--- config.mk ---
export PLATFORM = sky130hd
export DESIGN_NAME = two_switch_combo_hold_detector_core
export DESIGN_NICKNAME = d
export VERILOG_FILES = /design/src/rtl/core/tscd_pkg.sv /design/src/rtl/core/tscd_step.sv /design/src/rtl/core/two_switch_combo_hold_detector_core.sv
export SDC_FILE = /design/constraint.sdc
export NUM_CORES = 1
export LEC_CHECK = 0
export BUFFER_PORTS_ARGS = -buffer_cell sky130_fd_sc_hd__buf_2
export CAP_MARGIN = 10
export CORE_MARGIN = 2
export CORE_UTILIZATION = 33
export DETAILED_ROUTE_END_ITERATION = 12
export PLACE_DENSITY = 0.44
export SLEW_MARGIN = 20
export SYNTH_ARGS = -nofsm -noshare
export SYNTH_HDL_FRONTEND = slang
export SYNTH_SLANG_ARGS = --single-unit
--- constraint.sdc ---
create_clock -name clock -period 8.3 [get_ports clock]
set_clock_uncertainty 0.05 [all_clocks]
set_input_delay 0.415 -clock clock [delete_from_list [all_inputs] [get_ports clock]]
set_output_delay 0.415 -clock clock [all_outputs]
set_load 0.03 [all_outputs]
--- src/rtl/core/tscd_pkg.sv ---
package tscd_pkg;

   localparam int unsigned CsrIndexWidth = 2;
   localparam int unsigned CsrDataWidth  = 16;

   localparam logic [CsrIndexWidth-1:0] CSR_ACTIVE_THRESHOLD = 2'd0;
   localparam logic [CsrIndexWidth-1:0] CSR_PAIR_WINDOW_MS   = 2'd1;
   localparam logic [CsrIndexWidth-1:0] CSR_HOLD_MS          = 2'd2;

   localparam logic [15:0] ActiveThresholdReset = 16'd1900;
   localparam logic [15:0] PairWindowReset      = 16'd2000;
   localparam logic [15:0] HoldMsReset          = 16'd5000;

   localparam logic REQ_FRAME = 1'b0;
   localparam logic REQ_TICK  = 1'b1;

   typedef struct packed {
      logic [15:0] active_threshold;
      logic [15:0] pair_window_ms;
      logic [15:0] hold_ms;
   } cfg_type;

   typedef struct packed {
      logic [31:0] ms_now;
      logic [31:0] edge_a_time;
      logic [31:0] edge_b_time;
      logic        edge_a_valid;
      logic        edge_b_valid;
      logic        prev_a_active;
      logic        prev_b_active;
      logic        paired_flag;
      logic        hold_active;
      logic [15:0] hold_left;
      logic        latched_flag;
   } state_type;

   typedef struct packed {
      logic req_type;
      logic [15:0] chan_a;
      logic [15:0] chan_b;
   } item_type;

   typedef struct packed {
      logic stop_fire;
      logic combo_paired;
      logic hold_running;
      logic stop_latched;
   } result_type;

endpackage

--- src/rtl/core/tscd_step.sv ---
module tscd_step (
   input  tscd_pkg::cfg_type    cfg,
   input  tscd_pkg::state_type  state_cur,
   input  tscd_pkg::item_type   item,
   output tscd_pkg::state_type  state_nxt,
   output tscd_pkg::result_type result
);

   logic        a_act;
   logic        b_act;
   logic        both;
   logic [31:0] d1;
   logic [31:0] d2;
   logic        in_window;
   logic        fire;
   tscd_pkg::state_type s;

   assign a_act = item.chan_a >= cfg.active_threshold;
   assign b_act = item.chan_b >= cfg.active_threshold;

   always_comb begin
      s         = state_cur;
      fire      = 1'b0;
      both      = 1'b0;
      d1        = '0;
      d2        = '0;
      in_window = 1'b0;
      if (item.req_type == tscd_pkg::REQ_TICK) begin
         s.ms_now = state_cur.ms_now + 32'd1;
         if (state_cur.hold_active) begin
            if (state_cur.hold_left > 16'd1) begin
               s.hold_left = state_cur.hold_left - 16'd1;
            end else begin
               s.hold_active = 1'b0;
               s.hold_left   = '0;
               if (!state_cur.latched_flag && state_cur.paired_flag &&
                   state_cur.prev_a_active && state_cur.prev_b_active) begin
                  fire           = 1'b1;
                  s.latched_flag = 1'b1;
                  s.paired_flag  = 1'b0;
                  s.edge_a_valid = 1'b0;
                  s.edge_b_valid = 1'b0;
               end
            end
         end
      end else begin
         if (a_act && !state_cur.prev_a_active) begin
            s.edge_a_time  = state_cur.ms_now;
            s.edge_a_valid = 1'b1;
         end
         if (b_act && !state_cur.prev_b_active) begin
            s.edge_b_time  = state_cur.ms_now;
            s.edge_b_valid = 1'b1;
         end
         s.prev_a_active = a_act;
         s.prev_b_active = b_act;
         both = s.edge_a_valid && s.edge_b_valid;
         d1   = s.edge_a_time - s.edge_b_time;
         d2   = s.edge_b_time - s.edge_a_time;
         // The smaller modular gap fits the window exactly when either one does.
         in_window = (d1 <= {16'd0, cfg.pair_window_ms}) ||
                     (d2 <= {16'd0, cfg.pair_window_ms});
         s.paired_flag = a_act && b_act && both && in_window;
         if (s.paired_flag) begin
            if (!s.hold_active && !s.latched_flag) begin
               s.hold_active = 1'b1;
               s.hold_left   = cfg.hold_ms;
            end
         end else if (s.hold_active) begin
            s.hold_active = 1'b0;
            s.hold_left   = '0;
         end
         if (!b_act && (s.hold_active || s.paired_flag || s.latched_flag)) begin
            s.latched_flag = 1'b0;
            s.paired_flag  = 1'b0;
            s.edge_a_valid = 1'b0;
            s.edge_b_valid = 1'b0;
            s.hold_active  = 1'b0;
            s.hold_left    = '0;
         end
      end
   end

   assign state_nxt           = s;
   assign result.stop_fire    = fire;
   assign result.combo_paired = s.paired_flag;
   assign result.hold_running = s.hold_active;
   assign result.stop_latched = s.latched_flag;

endmodule

--- src/rtl/core/two_switch_combo_hold_detector_core.sv ---
// Channel | Direction | Handshake              | Payload
// req     | in        | req_tvalid/req_tready  | tuser: req_type; tdata: chan_a, chan_b
// rsp     | out       | rsp_tvalid/rsp_tready  | tdata: stop_fire..stop_latched
// csr     | in        | csr_we (no wait)       | csr_index, csr_wdata
//
// Each request gives one response, held first in the input register and then in
// the response register. One request is taken per cycle while responses are
// drained. Reset restores the register defaults and clears the detector state and
// the valid flags. A stalled response holds the response register, and one more
// request can wait in the input register before req_tready drops.
module two_switch_combo_hold_detector_core (
   input  logic                                 clock,
   input  logic                                 reset,
   input  logic                                 req_tvalid,
   output logic                                 req_tready,
   input  logic [31:0]                          req_tdata,  // chan_a, chan_b
   input  logic                                 req_tuser,  // req_type
   output logic                                 rsp_tvalid,
   input  logic                                 rsp_tready,
   // stop_fire, combo_paired, hold_running, stop_latched, zero padding
   output logic [7:0]                           rsp_tdata,
   input  logic                                 csr_we,
   input  logic [tscd_pkg::CsrIndexWidth-1:0]   csr_index,
   input  logic [tscd_pkg::CsrDataWidth-1:0]    csr_wdata
);

   tscd_pkg::cfg_type    cfg_ff;
   tscd_pkg::state_type  state_ff;
   tscd_pkg::state_type  state_in;
   tscd_pkg::item_type   item_ff;
   tscd_pkg::result_type result_in;
   tscd_pkg::result_type result_ff;
   logic                 item_valid_ff;
   logic                 advance;

   assign advance    = item_valid_ff && (!rsp_tvalid || rsp_tready);
   assign req_tready = !item_valid_ff || advance;

   tscd_step u_step (
      .cfg       (cfg_ff),
      .state_cur (state_ff),
      .item      (item_ff),
      .state_nxt (state_in),
      .result    (result_in)
   );

   always_ff @(posedge clock) begin
      if (reset) begin
         cfg_ff.active_threshold <= tscd_pkg::ActiveThresholdReset;
         cfg_ff.pair_window_ms   <= tscd_pkg::PairWindowReset;
         cfg_ff.hold_ms          <= tscd_pkg::HoldMsReset;
      end else if (csr_we) begin
         case (csr_index)
            tscd_pkg::CSR_ACTIVE_THRESHOLD: cfg_ff.active_threshold <= csr_wdata;
            tscd_pkg::CSR_PAIR_WINDOW_MS:   cfg_ff.pair_window_ms   <= csr_wdata;
            tscd_pkg::CSR_HOLD_MS:          cfg_ff.hold_ms          <= csr_wdata;
            default: ;
         endcase
      end
   end

   always_ff @(posedge clock) begin
      if (reset) begin
         state_ff      <= '0;
         item_valid_ff <= 1'b0;
         rsp_tvalid    <= 1'b0;
      end else begin
         if (req_tready) begin
            item_valid_ff <= req_tvalid;
         end
         if (advance) begin
            state_ff   <= state_in;
            rsp_tvalid <= 1'b1;
         end else if (rsp_tready) begin
            rsp_tvalid <= 1'b0;
         end
      end
   end

   always_ff @(posedge clock) begin
      if (req_tready && req_tvalid) begin
         item_ff.req_type <= req_tuser;
         item_ff.chan_a   <= req_tdata[15:0];
         item_ff.chan_b   <= req_tdata[31:16];
      end
      if (advance) begin
         result_ff <= result_in;
      end
   end

   assign rsp_tdata = {4'b0000, result_ff.stop_latched, result_ff.hold_running,
                       result_ff.combo_paired, result_ff.stop_fire};

endmodule
## Word-level counts from Yosys, hierarchy flattened

Index checks and enable logic that the tools add are counted.

| word-level totals | value |
|---|---|
| word-level logic and storage cells | 104 |
| flip-flop bits (word level) | 206 |
| input port bits | 56 |
| memories | 0 |
| bits in latches | 0 |
| RAM bits | 0 |
| bits in read-only memories | 0 |

| operators by class | value |
|---|---|
| multiply operators | 0 |
| bitwise operators | 2 |
| div/mod/pow operators | 0 |
| eq/ne operators | 6 |
| reduce and logical (&&, ||, !) cells | 36 |
| muxes and demuxes | 28 |
| shifts and indexed selects | 0 |
| $add $sub $neg | 4 |
| magnitude comparators | 5 |

Operators by type and width:

| kind | count |
|---|---|
| $mux 32 | 4 |
| $le 32x16->1 | 2 |
| $sub 32x32->32 | 2 |
| $mux 19 | 3 |
| $mux 17 | 3 |
| $add 32x1->32 const B | 1 |
| $ge 16x16->1 | 2 |
| $mux 16 | 2 |
| $gt 16x1->1 const B | 1 |
| $sub 16x1->16 const B | 1 |
| $logic_and 1x1->1 | 13 |
| $mux 2 | 6 |
| $mux 1 | 10 |
| $reduce_and 2->1 | 5 |
| $reduce_and 4->1 | 2 |
| $logic_not 1->1 | 7 |
| $logic_or 1x1->1 | 5 |
| $ne 2x2->1 const B | 2 |
| $ne 4x4->1 const B | 1 |
| $reduce_bool 3->1 | 1 |
| $reduce_or 3->1 | 1 |
| $eq 2x1->1 const B | 1 |
| $eq 2x2->1 const B | 1 |
| $logic_not 2->1 | 1 |
| other kinds (3) | 4 |

## Longest topological paths before layout

| logic depth | value |
|---|---|
| depth after elaboration | 15 |
| depth in mapped cells | 35 |

## Hierarchy

A second synthesis with hierarchy kept.

| second synthesis, totals | value |
|---|---|
| cells, all modules | 2238 |
| area total of the unflattened synthesis | 17848.4 µm² |

By module, submodules not included:

| module | area an instance (µm²) | cells each | times used |
|---|---|---|---|
| tscd_step | 9571.7 | 1464 | 1 |
| two_switch_combo_hold_detector_core | 8276.7 | 774 | 1 |

## Worst setup path before layout

OpenSTA, ideal clock, no wires.

| timing path | value |
|---|---|
| path type | reg2reg |
| start point | reg cfg_ff[47] in the netlist's numbering |
| end point | reg state_ff[10] in the netlist's numbering |
| required time | 8.178 ns |
| path buffers | 5 |
| period minus slack after synthesis | 7.428 ns |
| arrival | 7.306 ns |
| cell stages (with the launch flop) | 35 |
| path slack | 0.872 ns |
| path through | dfxtp_1 -> inv_1 -> ha_1 -> nand2_1 -> nor4_1 -> or4b_1 -> a31oi_1 -> buf_4 -> buf_1 -> mux2i_1 -> inv_1 -> ha_1 -> clkbuf_1 -> and3_1 -> clkbuf_1 -> nand3_1 -> nor2_1 -> a21oi_1 -> nor2_1 -> nor2_1 -> xnor2_1 -> ha_1 -> a21oi_1 -> nand2_1 -> a221oi_1 -> o21ai_0 -> nand2_1 -> o211ai_1 -> a311o_1 -> nor4_1 -> nand4_2 -> o32ai_4 -> mux2i_1 -> buf_4 -> mux2i_1 |

| on the way | value |
|---|---|
| word-level cells in the longest chain between the ends | 15 |
| elaborated cells on any way between the ends | 32 |
| those cells by class | add/sub: 2; order compare: 4; eq/ne: 1; mux: 12; reduce/logical: 13 |

RTL lines:

| element | line | text |
|---|---|---|
| from (decl) | two_switch_combo_hold_detector_core.sv:27 | `tscd_pkg::cfg_type cfg_ff;` |
| $ge 16x16->1 (on tied branches) | tscd_step.sv:18, tscd_step.sv:19 |  |
| $logic_and 1x1->1 (on tied branches) | tscd_step.sv:47, tscd_step.sv:51 |  |
| $mux 32 (on tied branches) | tscd_step.sv:47, tscd_step.sv:51 |  |
| $mux 32 | tscd_step.sv:28 | `if (item.req_type == tscd_pkg::REQ_TICK) begin` |
| $sub 32x32->32 (on tied branches) | tscd_step.sv:58, tscd_step.sv:59 |  |
| $le 32x16->1 (on tied branches) | tscd_step.sv:61, tscd_step.sv:62 |  |
| $logic_or 1x1->1 | tscd_step.sv:61 | `in_window = (d1 <= {16'd0, cfg.pair_window_ms}) \|\|` |
| $logic_and 1x1->1 | tscd_step.sv:63 | `s.paired_flag = a_act && b_act && both && in_window;` |
| $mux 17 | tscd_step.sv:64 | `if (s.paired_flag) begin` |
| $mux 17 | tscd_step.sv:28 |  |
| $logic_or 1x1->1 (2 in series) | tscd_step.sv:73 | `if (!b_act && (s.hold_active \|\| s.paired_flag \|\| s.latched_flag)) begin` |
| $logic_and 1x1->1 | tscd_step.sv:73 |  |
| $ne 4x4->1 (no line), or another cell as far along | - |  |
| $reduce_and 4->1 (no line) / $mux 19 (equally long branches) | - |  |
| to (signal assigned) | two_switch_combo_hold_detector_core.sv:72 | `state_ff <= state_in;` |
| to (decl) | two_switch_combo_hold_detector_core.sv:28 | `tscd_pkg::state_type state_ff;` |

Parallel ways exist; a longest one is shown, timed or not. The select of a mux whose other input is x is not followed.
A chain may end at the register's enable or synchronous reset.

## Final worst setup path

| timing path | value |
|---|---|
| start point | reg cfg_ff[47] in the netlist's numbering |
| end point | reg state_ff[7] in the netlist's numbering |

Same word-level chain as after synthesis.

==> results.cfg <==
[job]
cap_violations = 0

[floorplanning]
die_w_um = 214.3
start_util = 0.3321
die_h_um = 214.3
core-area_sq_mm = 0.04393
io_pins = 66
dieArea_sq_mm = 0.04590
num_rows = 77

[timing]
finalSetupTns_ps = 0
worst_pin_slew_ps = 942.0
min_period_ps = 7725
finalMaxSlewViolations = 0
fmax_mhz = 129.4
setup_viol_count_final = 0
setup_slack_ps = 574.8
hold_viol = 0
slew_headroom = 0.3705
min_period_over_period = 0.9308

[power_and_ir_drop]
ir_worst_vdd_mv = 0.1507
leakage_nw = 7.866
p_total_mw = 3.341
powerDensity_mw_per_mm2 = 196.9

[global_route]
grt_overflow_total = 0
grt_max_degree = 92
grt_pass1_vias = 12691
antenna_found_initial = 0
grt_pass1_wl_mm = 73.73
grt_util_all_layers = 0.1997

[logic_synthesis]
ys_ff_latch = 206
netlist_area_sq_mm = 0.01459
synth-async-reset-ratio = 0
synth_top_cell_area_share = 0.2319
synth_edf_count = 37
yosysTopAreaCell = dfxtp_1
synth_flop_cell = dfxtp_1
yosys.cell_types.count = 74
seq_area_frac_synth = 0.3081
synth.area.top_cells = dfxtp_1 (23%), ha_1 (11%), edfxtp_1 (7.6%)
avgSynthCellArea_sq_um = 8.033
ys_warn_count = 0
synth_most_common_cell = nand2_1
netlist_instances = 1816
synth_commonest_cells = nand2_1 (198), nor2_1 (193), dfxtp_1 (169)

[worst_setup_path]
critPathRequiredTime_ps = 8730
cp-start-kind = flop
worst_path_max_delay_cell = or4b_1
end_kind = flop
cp_max_fo = 15
crit_arrival_ps = 8160
critical_path.max_stage_delay_ps = 540
path_class = reg2reg

[placed_design]
pre_cts_ws_ps = 76.26
port_buffers = 61
dpl_cell_area_sq_mm = 0.01558
dp.cells = 2409
place_congestion = 0.9034
dp_hpwl_mm = 35.93

[finish]
antennaDiodeCount = 0
fin_nets = 2082
finalNonFillerCells = 2507
drive_above_1_share = 0.09974
fin_area_sq_mm = 0.01696
area_delta_synth_final_pct = 16.29

[clock_tree]
cts_tree = yes
cts.sinks = 206
cts_root_buffer = clkbuf_16
worstSkewPairLatency_ps = 580
cts-buffers-inserted = 26
cts_htree_levels = 1
cts_buffer_depth = 3
clk_pin_slew_worst_paths_ps = 60

[routing]
drc = 0
routed_via_density = 5.189
vias = 13009
drtPass1Iterations = 5
post_drt_wl_per_cell_um = 18.60
detail_route.iter0.violations = 665
ant_nets = 0
wirelength_mm = 46.63

[status]
status = complete, no violations

[min_path]
min_path_type = in2reg
registers in the layout, indices dropped and copies added, names as in the netlist:
| name | flops |
|---|---|
| state_ff | 119 |
| cfg_ff | 48 |
| item_valid_ff | 1 |
| item_ff | 33 |
| rsp_tvalid | 1 |
| rsp_tdata | 4 |
path summary, 6_finish.rpt:
path                                                 end  slack (ps)  depth (start not counted)                     from
worst max-delay path            state_ff[7]$_SDFFE_PP0P_         570                         30  cfg_ff[47]$_SDFFE_PP0P_
worst min-delay path             cfg_ff[29]$_SDFFE_PP0P_          60                          3            csr_wdata[13]
worst max register to register  state_ff[7]$_SDFFE_PP0P_         570                         30  cfg_ff[47]$_SDFFE_PP0P_
worst min register to register   cfg_ff[31]$_SDFFE_PP0P_         410                          2  cfg_ff[31]$_SDFFE_PP0P_
power breakdown:
part / internal, mW / switching (mW) / leakage [nW]
logic: 0.435 / 0.689 / 5.70
registers: 1.06 / 0.0194 / 1.74
clock network: 0.672 / 0.467 / 0.428
total: 2.16 / 1.18 / 7.87
metal layers:
metal,share of wire,wire length (um),GRT usage
met1,0.49,22820,0.2823
met2,0.46,21290,0.3307
met3,0.038,1780,0.02326
met4,0.016,746,0.03495
met5,0,0,0
layout make-up:
cell class | count | area [sq um]
inverter | 137 | 514.2
sequential | 206 | 4494
timing repair buffer | 149 | 1091
clock buffer | 32 | 713.2
multi-input combinational | 1376 | 9258
clock inverter | 15 | 152.6
fill | 4554 | 26970
tap | 592 | 740.7
critical path: cells and delay by family, from the launching register on:
family,cells,cell delay (ps)
and+or+nand+nor,10,2350
AOI/OAI and AO/OA,9,1930
buffers and inverters,5,1020
adders and majority gates,3,920
muxes,2,760
DFF,1,330
xor gates and xnor gates,1,240
cells by family (layout without fill, tap and decap cells):
group	count (synthesis)	after routing	share of synthesized area
buf+inv	237	333	0.06304
compound gates	464	464	0.2118
xor+xnor	93	93	0.05764
simple gates	601	601	0.1871
mux	84	84	0.05961
flops	206	206	0.3081
fa+ha+maj	130	130	0.1125
other cells	1	4	0.0002571
layout by cell type, fill, tap and decap left out, types with 6 or more instances in the layout:
master / count
nand2_1: 198
nor2_1: 191
dfxtp_1: 169
inv_1: 137
a21oi_1: 136
ha_1: 126
a211oi_1: 79
mux2i_1: 78
o21ai_0: 67
buf_2: 60
a21o_1: 53
xnor2_1: 52
buf_4: 52
nand3_1: 46
nor3_1: 43
xor2_1: 39
nand4_1: 37
edfxtp_1: 37
dlygate4sd3_1: 34
clkbuf_16: 26
o211ai_1: 17
nor2b_1: 15
o31ai_1: 14
o21bai_1: 13
nor4_1: 12
a31oi_1: 12
and3_1: 12
or3_1: 11
a221oi_1: 8
clkinv_2: 7
nand2b_1: 6
timing repair:
item                                    in CTS  in global routing
hold buffers                                34                  0
endpoints found under the setup margin       0                 20
gates resized for setup                      0                  7
hold endpoints to repair                    34                  0
setup buffers                                0                 17
through the flow:
stage                     hold WS, ps    util
after floorplan                 382.0       -
after global placement          393.3  0.3546
after detailed placement        400.7  0.3546
after CTS                       31.31  0.3821
after global routing            51.33  0.3861
final                           64.67  0.3861
Note: power is estimated with default switching activity, not from simulation.
